`src/rtl/sbp_pkg.sv`:
```
`timescale 1ns / 1ps
// ----------------------------------------------------------------------------
// sbp_pkg
// Shared types and constants for the SNMP request BER parser.
// ----------------------------------------------------------------------------
package sbp_pkg;

  localparam int MAX_LENGTH_BYTES_DEF = 2;
  localparam int NUMBER_WIDTH_DEF     = 32;

  localparam int QUEUE_DEPTH = 4;
  localparam int QUEUE_AW    = $clog2(QUEUE_DEPTH);
  localparam int QUEUE_CW    = $clog2(QUEUE_DEPTH + 1);

  localparam logic [2:0] KIND_COMM  = 3'd0;
  localparam logic [2:0] KIND_REQID = 3'd1;
  localparam logic [2:0] KIND_ERR   = 3'd2;
  localparam logic [2:0] KIND_OID   = 3'd3;
  localparam logic [2:0] KIND_INT   = 3'd4;
  localparam logic [2:0] KIND_STR   = 3'd5;
  localparam logic [2:0] KIND_NULL  = 3'd6;
  localparam logic [2:0] KIND_FAULT = 3'd7;

  localparam logic [7:0] TAG_STRING = 8'h04;
  localparam logic [7:0] TAG_NULL   = 8'h05;

  typedef struct packed {
    logic [7:0] data_byte;
    logic       message_start;
  } req_word_t;

  typedef struct packed {
    logic [2:0]  field_kind;
    logic [31:0] field_value;
    logic        message_done;
  } res_word_t;

  typedef struct packed {
    logic [1:0] cnt;
    res_word_t  r0;
    res_word_t  r1;
  } res_pair_t;

endpackage

```
`src/rtl/sbp_parser.sv`:
```
`timescale 1ns / 1ps
// ----------------------------------------------------------------------------
// sbp_parser
// Field walker: holds the parse state and turns one byte into zero, one or
// two result words.
// ----------------------------------------------------------------------------
module sbp_parser #(
  parameter int MAX_LENGTH_BYTES = sbp_pkg::MAX_LENGTH_BYTES_DEF,
  parameter int NUMBER_WIDTH     = sbp_pkg::NUMBER_WIDTH_DEF
) (
  input  logic              clk,
  input  logic              rst,
  input  logic              take,
  input  sbp_pkg::req_word_t word,
  output sbp_pkg::res_pair_t pair
);

  localparam int LW = $clog2(MAX_LENGTH_BYTES + 1);

  typedef enum logic [12:0] {
    PH_WAIT      = 13'b0000000000001,
    PH_SEQ       = 13'b0000000000010,
    PH_VERSION   = 13'b0000000000100,
    PH_COMMUNITY = 13'b0000000001000,
    PH_PDU       = 13'b0000000010000,
    PH_REQID     = 13'b0000000100000,
    PH_ERRSTAT   = 13'b0000001000000,
    PH_ERRIDX    = 13'b0000010000000,
    PH_VBLIST    = 13'b0000100000000,
    PH_VARBIND   = 13'b0001000000000,
    PH_OID       = 13'b0010000000000,
    PH_VALUE     = 13'b0100000000000,
    PH_END       = 13'b1000000000000
  } phase_t;

  typedef enum logic [3:0] {
    ST_TAG  = 4'b0001,
    ST_LEN  = 4'b0010,
    ST_LENX = 4'b0100,
    ST_BODY = 4'b1000
  } stage_t;

  function automatic phase_t next_phase(input phase_t p);
    phase_t r;
    unique case (p)
      PH_SEQ:       r = PH_VERSION;
      PH_VERSION:   r = PH_COMMUNITY;
      PH_COMMUNITY: r = PH_PDU;
      PH_PDU:       r = PH_REQID;
      PH_REQID:     r = PH_ERRSTAT;
      PH_ERRSTAT:   r = PH_ERRIDX;
      PH_ERRIDX:    r = PH_VBLIST;
      PH_VBLIST:    r = PH_VARBIND;
      PH_VARBIND:   r = PH_OID;
      PH_OID:       r = PH_VALUE;
      default:      r = PH_END;
    endcase
    return r;
  endfunction

  phase_t                  parse_phase, parse_phase_next;
  stage_t                  stage, stage_next;
  logic [15:0]             bytes_left, bytes_left_next;
  logic [LW-1:0]           length_bytes_left, length_bytes_left_next;
  logic [NUMBER_WIDTH-1:0] number_accumulator, number_accumulator_next;
  logic [31:0]             oid_accumulator, oid_accumulator_next;
  logic [7:0]              value_tag, value_tag_next;
  logic                    oid_first_pending, oid_first_pending_next;

  logic [7:0]  b;
  logic [6:0]  cnt;
  logic [23:0] lv;
  logic        len_go;
  logic [15:0] len_val;
  logic        fin;
  logic [63:0] num_ext;
  logic        container;

  always_comb begin
    b       = word.data_byte;
    cnt     = b[6:0];
    lv      = '0;
    len_go  = 1'b0;
    len_val = '0;
    fin     = 1'b0;
    num_ext = '0;
    pair    = '0;

    parse_phase_next        = parse_phase;
    stage_next              = stage;
    bytes_left_next         = bytes_left;
    length_bytes_left_next  = length_bytes_left;
    number_accumulator_next = number_accumulator;
    oid_accumulator_next    = oid_accumulator;
    value_tag_next          = value_tag;
    oid_first_pending_next  = oid_first_pending;

    if (word.message_start) begin
      parse_phase_next        = PH_SEQ;
      stage_next              = ST_TAG;
      bytes_left_next         = '0;
      length_bytes_left_next  = '0;
      number_accumulator_next = '0;
      oid_accumulator_next    = '0;
      value_tag_next          = '0;
      oid_first_pending_next  = 1'b0;
    end

    if (parse_phase_next != PH_WAIT && parse_phase_next != PH_END) begin
      unique case (stage_next)
        ST_TAG: begin
          if (parse_phase_next == PH_VALUE) value_tag_next = b;
          stage_next = ST_LEN;
        end
        ST_LEN: begin
          if (parse_phase_next == PH_VALUE && value_tag_next == sbp_pkg::TAG_NULL) begin
            pair.cnt = 2'd1;
            pair.r0  = '{sbp_pkg::KIND_NULL, 32'd0, 1'b1};
            parse_phase_next = PH_END;
          end else if (!b[7]) begin
            len_go  = 1'b1;
            len_val = {8'h00, b};
          end else if (cnt == 7'd0 || cnt > 7'(MAX_LENGTH_BYTES) || cnt > 7'd3) begin
            pair.cnt = 2'd1;
            pair.r0  = '{sbp_pkg::KIND_FAULT, 32'd0, 1'b1};
            parse_phase_next = PH_END;
          end else begin
            length_bytes_left_next = cnt[LW-1:0];
            bytes_left_next        = '0;
            stage_next             = ST_LENX;
          end
        end
        ST_LENX: begin
          lv = {bytes_left_next, b};
          bytes_left_next = (lv[23:16] != 8'd0) ? 16'hFFFF : lv[15:0];
          length_bytes_left_next = length_bytes_left_next - LW'(1);
          if (length_bytes_left_next == '0) begin
            len_go  = 1'b1;
            len_val = bytes_left_next;
          end
        end
        ST_BODY: begin
          if (parse_phase_next == PH_OID) begin
            if (oid_first_pending_next) begin
              oid_first_pending_next = 1'b0;
              pair.cnt = 2'd2;
              pair.r0  = '{sbp_pkg::KIND_OID, 32'd1, 1'b0};
              pair.r1  = '{sbp_pkg::KIND_OID, 32'd3, 1'b0};
            end else begin
              oid_accumulator_next = {oid_accumulator_next[24:0], b[6:0]};
              if (!b[7]) begin
                pair.cnt = 2'd1;
                pair.r0  = '{sbp_pkg::KIND_OID, oid_accumulator_next, 1'b0};
                oid_accumulator_next = '0;
              end
            end
          end else if (parse_phase_next == PH_COMMUNITY) begin
            pair.cnt = 2'd1;
            pair.r0  = '{sbp_pkg::KIND_COMM, {24'd0, b}, 1'b0};
          end else if (parse_phase_next == PH_VALUE && value_tag_next == sbp_pkg::TAG_STRING) begin
            if (bytes_left_next > 16'd1) begin
              pair.cnt = 2'd1;
              pair.r0  = '{sbp_pkg::KIND_STR, {24'd0, b}, 1'b0};
            end else begin
              number_accumulator_next = NUMBER_WIDTH'(b);
            end
          end else begin
            number_accumulator_next = {number_accumulator_next[NUMBER_WIDTH-9:0], b};
          end
          bytes_left_next = bytes_left_next - 16'd1;
          if (bytes_left_next == 16'd0) begin
            if (parse_phase_next == PH_COMMUNITY || parse_phase_next == PH_OID) begin
              oid_accumulator_next    = '0;
              number_accumulator_next = '0;
              parse_phase_next        = next_phase(parse_phase_next);
              stage_next              = ST_TAG;
            end else begin
              fin = 1'b1;
            end
          end
        end
        default: begin
          stage_next = ST_TAG;
        end
      endcase
    end

    container = (parse_phase_next == PH_SEQ) || (parse_phase_next == PH_PDU) ||
                (parse_phase_next == PH_VBLIST) || (parse_phase_next == PH_VARBIND);

    if (len_go) begin
      bytes_left_next         = len_val;
      number_accumulator_next = '0;
      oid_accumulator_next    = '0;
      if (container) begin
        parse_phase_next = next_phase(parse_phase_next);
        stage_next       = ST_TAG;
      end else if (len_val != 16'd0) begin
        stage_next             = ST_BODY;
        oid_first_pending_next = (parse_phase_next == PH_OID);
      end else if (parse_phase_next == PH_OID) begin
        pair.cnt = 2'd2;
        pair.r0  = '{sbp_pkg::KIND_OID, 32'd1, 1'b0};
        pair.r1  = '{sbp_pkg::KIND_OID, 32'd3, 1'b0};
        parse_phase_next = PH_VALUE;
        stage_next       = ST_TAG;
      end else if (parse_phase_next == PH_VALUE) begin
        pair.cnt = 2'd1;
        pair.r0  = '{sbp_pkg::KIND_NULL, 32'd0, 1'b1};
        parse_phase_next = PH_END;
      end else begin
        fin = 1'b1;
      end
    end

    if (fin) begin
      num_ext = 64'(number_accumulator_next);
      if (parse_phase_next == PH_REQID) begin
        pair.cnt = 2'd1;
        pair.r0  = '{sbp_pkg::KIND_REQID, {16'd0, num_ext[15:0]}, 1'b0};
      end else if (parse_phase_next == PH_ERRSTAT) begin
        pair.cnt = 2'd1;
        pair.r0  = '{sbp_pkg::KIND_ERR, num_ext[31:0], 1'b0};
      end else if (parse_phase_next == PH_VALUE) begin
        pair.cnt = 2'd1;
        if (value_tag_next == sbp_pkg::TAG_STRING) begin
          pair.r0 = '{sbp_pkg::KIND_STR, {24'd0, num_ext[7:0]}, 1'b1};
        end else begin
          pair.r0 = '{sbp_pkg::KIND_INT, num_ext[31:0], 1'b1};
        end
      end
      oid_accumulator_next    = '0;
      number_accumulator_next = '0;
      parse_phase_next        = next_phase(parse_phase_next);
      stage_next              = ST_TAG;
    end
  end

  always_ff @(posedge clk) begin
    if (rst) begin
      parse_phase        <= PH_WAIT;
      stage              <= ST_TAG;
      bytes_left         <= '0;
      length_bytes_left  <= '0;
      number_accumulator <= '0;
      oid_accumulator    <= '0;
      value_tag          <= '0;
      oid_first_pending  <= 1'b0;
    end else if (take) begin
      parse_phase        <= parse_phase_next;
      stage              <= stage_next;
      bytes_left         <= bytes_left_next;
      length_bytes_left  <= length_bytes_left_next;
      number_accumulator <= number_accumulator_next;
      oid_accumulator    <= oid_accumulator_next;
      value_tag          <= value_tag_next;
      oid_first_pending  <= oid_first_pending_next;
    end
  end

endmodule

```
`src/rtl/sbp_res_queue.sv`:
```
`timescale 1ns / 1ps
// ----------------------------------------------------------------------------
// sbp_res_queue
// Result buffer: takes up to two words per cycle, hands out one per cycle while res_stall is low.
// ----------------------------------------------------------------------------
module sbp_res_queue (
  input  logic               clk,
  input  logic               rst,
  input  logic               push,
  input  sbp_pkg::res_pair_t pair,
  output logic               full,
  output logic               res_valid,
  input  logic               res_stall,
  output sbp_pkg::res_word_t res_word
);

  sbp_pkg::res_word_t q [sbp_pkg::QUEUE_DEPTH];

  logic [sbp_pkg::QUEUE_AW-1:0] wr_ptr, wr_ptr_next;
  logic [sbp_pkg::QUEUE_AW-1:0] rd_ptr, rd_ptr_next;
  logic [sbp_pkg::QUEUE_CW-1:0] count, count_next;
  logic [1:0]                   n_in;
  logic                         pop;

  assign n_in      = push ? pair.cnt : 2'd0;
  assign pop       = res_valid && !res_stall;
  assign res_valid = (count != '0);
  assign res_word  = q[rd_ptr];
  assign full      = (count > sbp_pkg::QUEUE_CW'(sbp_pkg::QUEUE_DEPTH - 2));

  always_comb begin
    wr_ptr_next = wr_ptr + sbp_pkg::QUEUE_AW'(n_in);
    rd_ptr_next = rd_ptr + sbp_pkg::QUEUE_AW'(pop);
    count_next  = count + sbp_pkg::QUEUE_CW'(n_in) - sbp_pkg::QUEUE_CW'(pop);
  end

  always_ff @(posedge clk) begin
    if (n_in != 2'd0) q[wr_ptr] <= pair.r0;
    if (n_in == 2'd2) q[wr_ptr + sbp_pkg::QUEUE_AW'(1)] <= pair.r1;
  end

  always_ff @(posedge clk) begin
    if (rst) begin
      wr_ptr <= '0;
      rd_ptr <= '0;
      count  <= '0;
    end else begin
      wr_ptr <= wr_ptr_next;
      rd_ptr <= rd_ptr_next;
      count  <= count_next;
    end
  end

endmodule

```
`src/rtl/snmp_request_ber_parser_core.sv`:
```
`timescale 1ns / 1ps
// ----------------------------------------------------------------------------
// snmp_request_ber_parser_core
// Byte-wide SNMP request decoder: walks the BER field order and emits
// community bytes, request id, error status, OID parts and the value, or a fault word.
//
//   channel  | handshake            | word
//   ---------+----------------------+----------------------------------------
//   request  | req_valid/req_stall  | data_byte, message_start
//   result   | res_valid/res_stall  | field_kind, field_value, message_done
//
// One byte is accepted per cycle while req_stall is low; its results land in the
// result buffer on the same edge and, if it was empty, show on res_word from the next cycle.
// A byte yields zero to two results; the result port drains one per cycle while res_stall is low.
// req_stall rises while the four-entry result buffer has room for fewer
// than two words. Reset returns the parser to waiting for a message start.
// ----------------------------------------------------------------------------
module snmp_request_ber_parser_core #(
  parameter int MAX_LENGTH_BYTES = sbp_pkg::MAX_LENGTH_BYTES_DEF,
  parameter int NUMBER_WIDTH     = sbp_pkg::NUMBER_WIDTH_DEF
) (
  input  logic               clk,
  input  logic               rst,
  input  logic               req_valid,
  output logic               req_stall,
  input  sbp_pkg::req_word_t req_word,
  output logic               res_valid,
  input  logic               res_stall,
  output sbp_pkg::res_word_t res_word
);

  logic               take;
  sbp_pkg::res_pair_t pair;
  logic               full;

  assign req_stall = full;
  assign take      = req_valid && !full;

  sbp_parser #(
    .MAX_LENGTH_BYTES (MAX_LENGTH_BYTES),
    .NUMBER_WIDTH     (NUMBER_WIDTH)
  ) u_parser (
    .clk  (clk),
    .rst  (rst),
    .take (take),
    .word (req_word),
    .pair (pair)
  );

  sbp_res_queue u_queue (
    .clk       (clk),
    .rst       (rst),
    .push      (take),
    .pair      (pair),
    .full      (full),
    .res_valid (res_valid),
    .res_stall (res_stall),
    .res_word  (res_word)
  );

endmodule
```
`config.mk`:
```
export PLATFORM = sky130hd
export DESIGN_NAME = snmp_request_ber_parser_core
export DESIGN_NICKNAME = d
export VERILOG_FILES = /design/src/rtl/sbp_pkg.sv /design/src/rtl/sbp_parser.sv /design/src/rtl/sbp_res_queue.sv /design/src/rtl/snmp_request_ber_parser_core.sv
export SDC_FILE = /design/constraint.sdc
export NUM_CORES = 1
export LEC_CHECK = 0
export BUFFER_PORTS_ARGS = -buffer_cell sky130_fd_sc_hd__buf_2
export CAP_MARGIN = 20
export CORE_ASPECT_RATIO = 1.25
export CORE_MARGIN = 2
export CORE_UTILIZATION = 39
export DETAILED_ROUTE_END_ITERATION = 10
export GPL_TIMING_DRIVEN = 0
export PLACE_DENSITY = 0.66
export SLEW_MARGIN = 30
export SYNTH_ARGS = -nofsm -noshare
export SYNTH_HDL_FRONTEND = slang
export SYNTH_SLANG_ARGS = --single-unit
```
`constraint.sdc`:
```
create_clock -name clk -period 19.1 [get_ports clk]
set_input_delay 1.91 -clock clk [delete_from_list [all_inputs] [get_ports clk]]
set_output_delay 1.91 -clock clk [all_outputs]
set_load 0.1 [all_outputs]
```
==> results summary <==
The die outline area is between 30000 and 40000 um^2. The clock input transition at the sequential cells of the worst setup and hold paths came out at 0.06 ns. The number of stages on the worst setup path is 26.

The maximum fanout along the worst path came out at 10. The share of flip-flops with an asynchronous set or reset came out at 0%. The post-layout net count is 1678. The number of max-cap violations came out at 0.

Cells fill 44.74% of the core in the end. Global routing consumed, over all layers together, 26.74% of the routing resources. The worst path setup slack after routing is 10.26 ns.

The first-pass detailed-route iteration total is 8. The final design area excluding fillers is ~15000 um^2. Synthesis inferred 252 register bits. The leakage power came out at 5.736 nW. Fill cells in the final layout number approximately 3300. The dominant synthesized flop cell is dfxtp_1.

The core region is around 34000 um^2. The fmax is 0.1131 GHz. The mean instance size in the synthesized netlist came out at ~8.6 um^2. Leaving out fill and tap cells, the most frequent cells in the layout are dfxtp_1 (236), nor2_1 (228), nand2_1 (120), o21ai_0 (99), nand3_1 (89). Detailed placement finished with a half-perimeter wire length of 36070 um. The cell repeated most along the worst path is buf_2.

The number of vias after detailed routing is between 10000 and 15000. The number of cells on the worst hold path is 2. The final instance count without filler cells came out at 2145. The run finished with clean final reports. The cell count after synthesis came out at 1581.

The largest net degree at the start of global routing is 15. Measured in cells, the most critical reg-to-reg path has a length of 22. The path class of the tightest hold or removal check is reg -> reg. The data arrival at the endpoint of the critical path came out at 9.25 ns.

The number of antenna violations at the first check in global routing was 0. The post-route antenna net violation count came out at 0. The initialized floorplan defines 76 standard-cell rows. The max-slew violation count is 0. Hold repair after CTS inserted 0 buffers. The die height came out at 212.2 um. The total I/O pin count came out at 51. The per-cell via count in the routed design came out at 6.148.

The first-pass GRT wire length came out at 75280 um. The global route total overflow came out at 0. The total number of yosys warnings came out at 0. In this run, the number of DRC markers left after iteration 0 of detailed routing was roughly 1400. The master of the slowest instance on the critical path is clkbuf_1.

The total wire length after detailed routing came out at 48850 um. Power spread over the standard cell area amounts to 91.90 nW/um^2. The number of CTS-inserted buffers came out at 28. 0 antenna diodes ended up in the layout.

The required time of the critical path came out at 19.51 ns. The clock sink count came out at 252. The cell total after placement came out at between 2000 and 2500. For the pin with the worst max-slew slack, the measured transition is 0.9347 ns.

The count of buffers added by post-CTS timing repair for setup is 0. Total power for the finished layout comes to 1.412 mW. After detailed routing, the average wire length per cell comes to between 20 and 25 um. In the finished design, the share of the clock period the worst path needs comes to a little under half. STA classifies the critical path endpoint as a register.

The area growth from synthesis to final layout came out at 13.62%. Summing the sequential cell areas from Yosys gives approximately two fifths of the chip area. The post-cts sizing count is 0.

The tightest slew margin relative to the limit is 37.20%. The area share of the largest cell type after synthesis came out at a little over a third. The setup violation total in the final timing report is 0. The setup TNS after final layout is 0 ns. The die outline width is about 170 um. The number of remaining DRC errors is 0. The via count of the first global-routing pass is 12946. By startpoint and endpoint, the worst setup path is classified as in -> reg.

The tree is rooted in a clkbuf_16. The most frequent standard cell in the layout excluding fill and tap cells is dfxtp_1. In this run the tool buffered the top-level ports with 45 buffer cells.

Yosys mapped the design onto 86 distinct sky130hd cell types. The routability congestion estimate from global placement came out at approximately 1. No sink is reached through more buffers than the 3 on the longest clock path. In this run the number of H-tree levels came out at 1. The cell area that synthesis handed to floorplanning was 13520 um^2. The highest cell delay on the worst timing path is 0.60 ns. TritonCTS built the clock tree. The final-layout worst hold slack is 0.4521 ns. The post-synthesis net count came out at 1603. Together, buffers and inverters on the worst path number 9.

Between clock sinks in the finished design, the worst skew comes to between 0.015 and 0.02 ns. The standard cell area after detailed placement came out at roughly 14000 um^2. After synthesis, the cell types taking the most area are dfxtp_1 (35%), nor2_1 (6.3%), mux4_2 (6.0%). Grouping stages by cell kind, the critical path spends the most delay in buffers and inverters. The post-route minimum period came out at 8.839 ns. The initial cell density of the core came out at 39.38%. The clock latency at the later pin of the worst-skew pair is 0.55 ns. The pre-CTS setup slack is 9.817 ns. The worst setup path is launched from an input port. Setup repair after global routing left no endpoint under its margin. Of all cell types, the one taking the most synthesized area is dfxtp_1. Counting flops with a built-in enable in the synthesized netlist gives 16. The hold violation count in the final report is 0. The worst ir drop on vdd came out at 0.00006442 V. In the final layout, the share of cells above drive strength 1 is 12.22%.
synth_stat cells, types with 13 or more instances:
cell / n
nor2_1: 228
edfxtp_1: 16
mux4_2: 36
nand2_1: 120
nor4_1: 16
or3_1: 14
nor2b_1: 16
o21ai_1: 35
clkbuf_1: 74
dfxtp_1: 236
a21oi_1: 81
buf_1: 14
inv_1: 18
a211oi_1: 13
o21ai_0: 100
nor3_1: 46
a22oi_1: 88
buf_2: 21
a22o_1: 17
mux2i_1: 76
nand3_1: 89
path summary, 6_finish.rpt:
path,startpoint,to,slack [ns]
worst max-delay path,req_word[0],u_queue.count[2],10.26
worst min-delay path,u_parser.number_accumulator[24],u_parser.number_accumulator[24],0.45
worst max register to register,u_parser.bytes_left[1],u_queue.count[2],12.63
worst min register to register,u_parser.number_accumulator[24],u_parser.number_accumulator[24],0.45
layer usage:
layer | global-route usage [%] | up-vias | wire, um
met3 | 3.500 | 147 | 3726
met4 | 12.05 | 0 | 2155
met1 | 32.55 | 6399 | 19200
li1 | - | 6004 | -
met5 | 0 | - | 0
met2 | 46.84 | 637 | 23770
report_power, final:
group	total [mW]	internal, mW	switching (mW)	leakage (nW)
Combinational	0.291	0.0810	0.210	3.23
Sequential	0.549	0.540	0.00871	2.02
Clock	0.572	0.342	0.230	0.481
Total	1.41	0.963	0.449	5.74
worst reg2reg max path, delay by kind of cell (launching register included):
| kind | cells | cell delay (ns) |
|---|---|---|
| buffers and inverters | 5 | 1.00 |
| AOI/OAI and AO/OA | 8 | 2.60 |
| and+or+nand+nor | 4 | 1.24 |
| adders and majority gates | 3 | 0.79 |
| DFF | 1 | 0.40 |
| xor gates and xnor gates | 2 | 0.32 |
layout make-up:
cell class	count	area, um^2	area share [%]
timing repair buffer	45	225.2	1.466
buffer	123	581.8	3.788
sequential	252	5205	33.89
inverter	18	67.56	0.4399
clock inverter	14	171.4	1.116
clock buffer	37	815.8	5.311
multi-input combinational	1188	7707	50.18
tap	468	585.6	3.812
sequential cells by signal (all words and copies together) (netlist names):
| name | count |
|---|---|
| u_parser.bytes_left | 16 |
| u_parser.oid_accumulator | 25 |
| u_queue.rd_ptr | 2 |
| u_queue.q | 144 |
| u_parser.oid_first_pending | 1 |
| u_parser.value_tag | 8 |
| u_queue.count | 3 |
| u_parser.parse_phase | 13 |
| u_queue.wr_ptr | 2 |
| u_parser.stage | 4 |
| u_parser.length_bytes_left | 2 |
| u_parser.number_accumulator | 32 |
cell families (layout without fill, tap and decap cells):
group	Yosys count	in the layout	synth area share, %
AOI/OAI and AO/OA	434	434	21.62
xor gates and xnor gates	15	15	0.9718
DFF	252	252	38.50
muxes	113	113	11.71
buffers and inverters	141	237	4.776
and+or+nand+nor	617	617	21.53
adders and majority gates	9	9	0.8886
(Power assumes the default switching activity.)
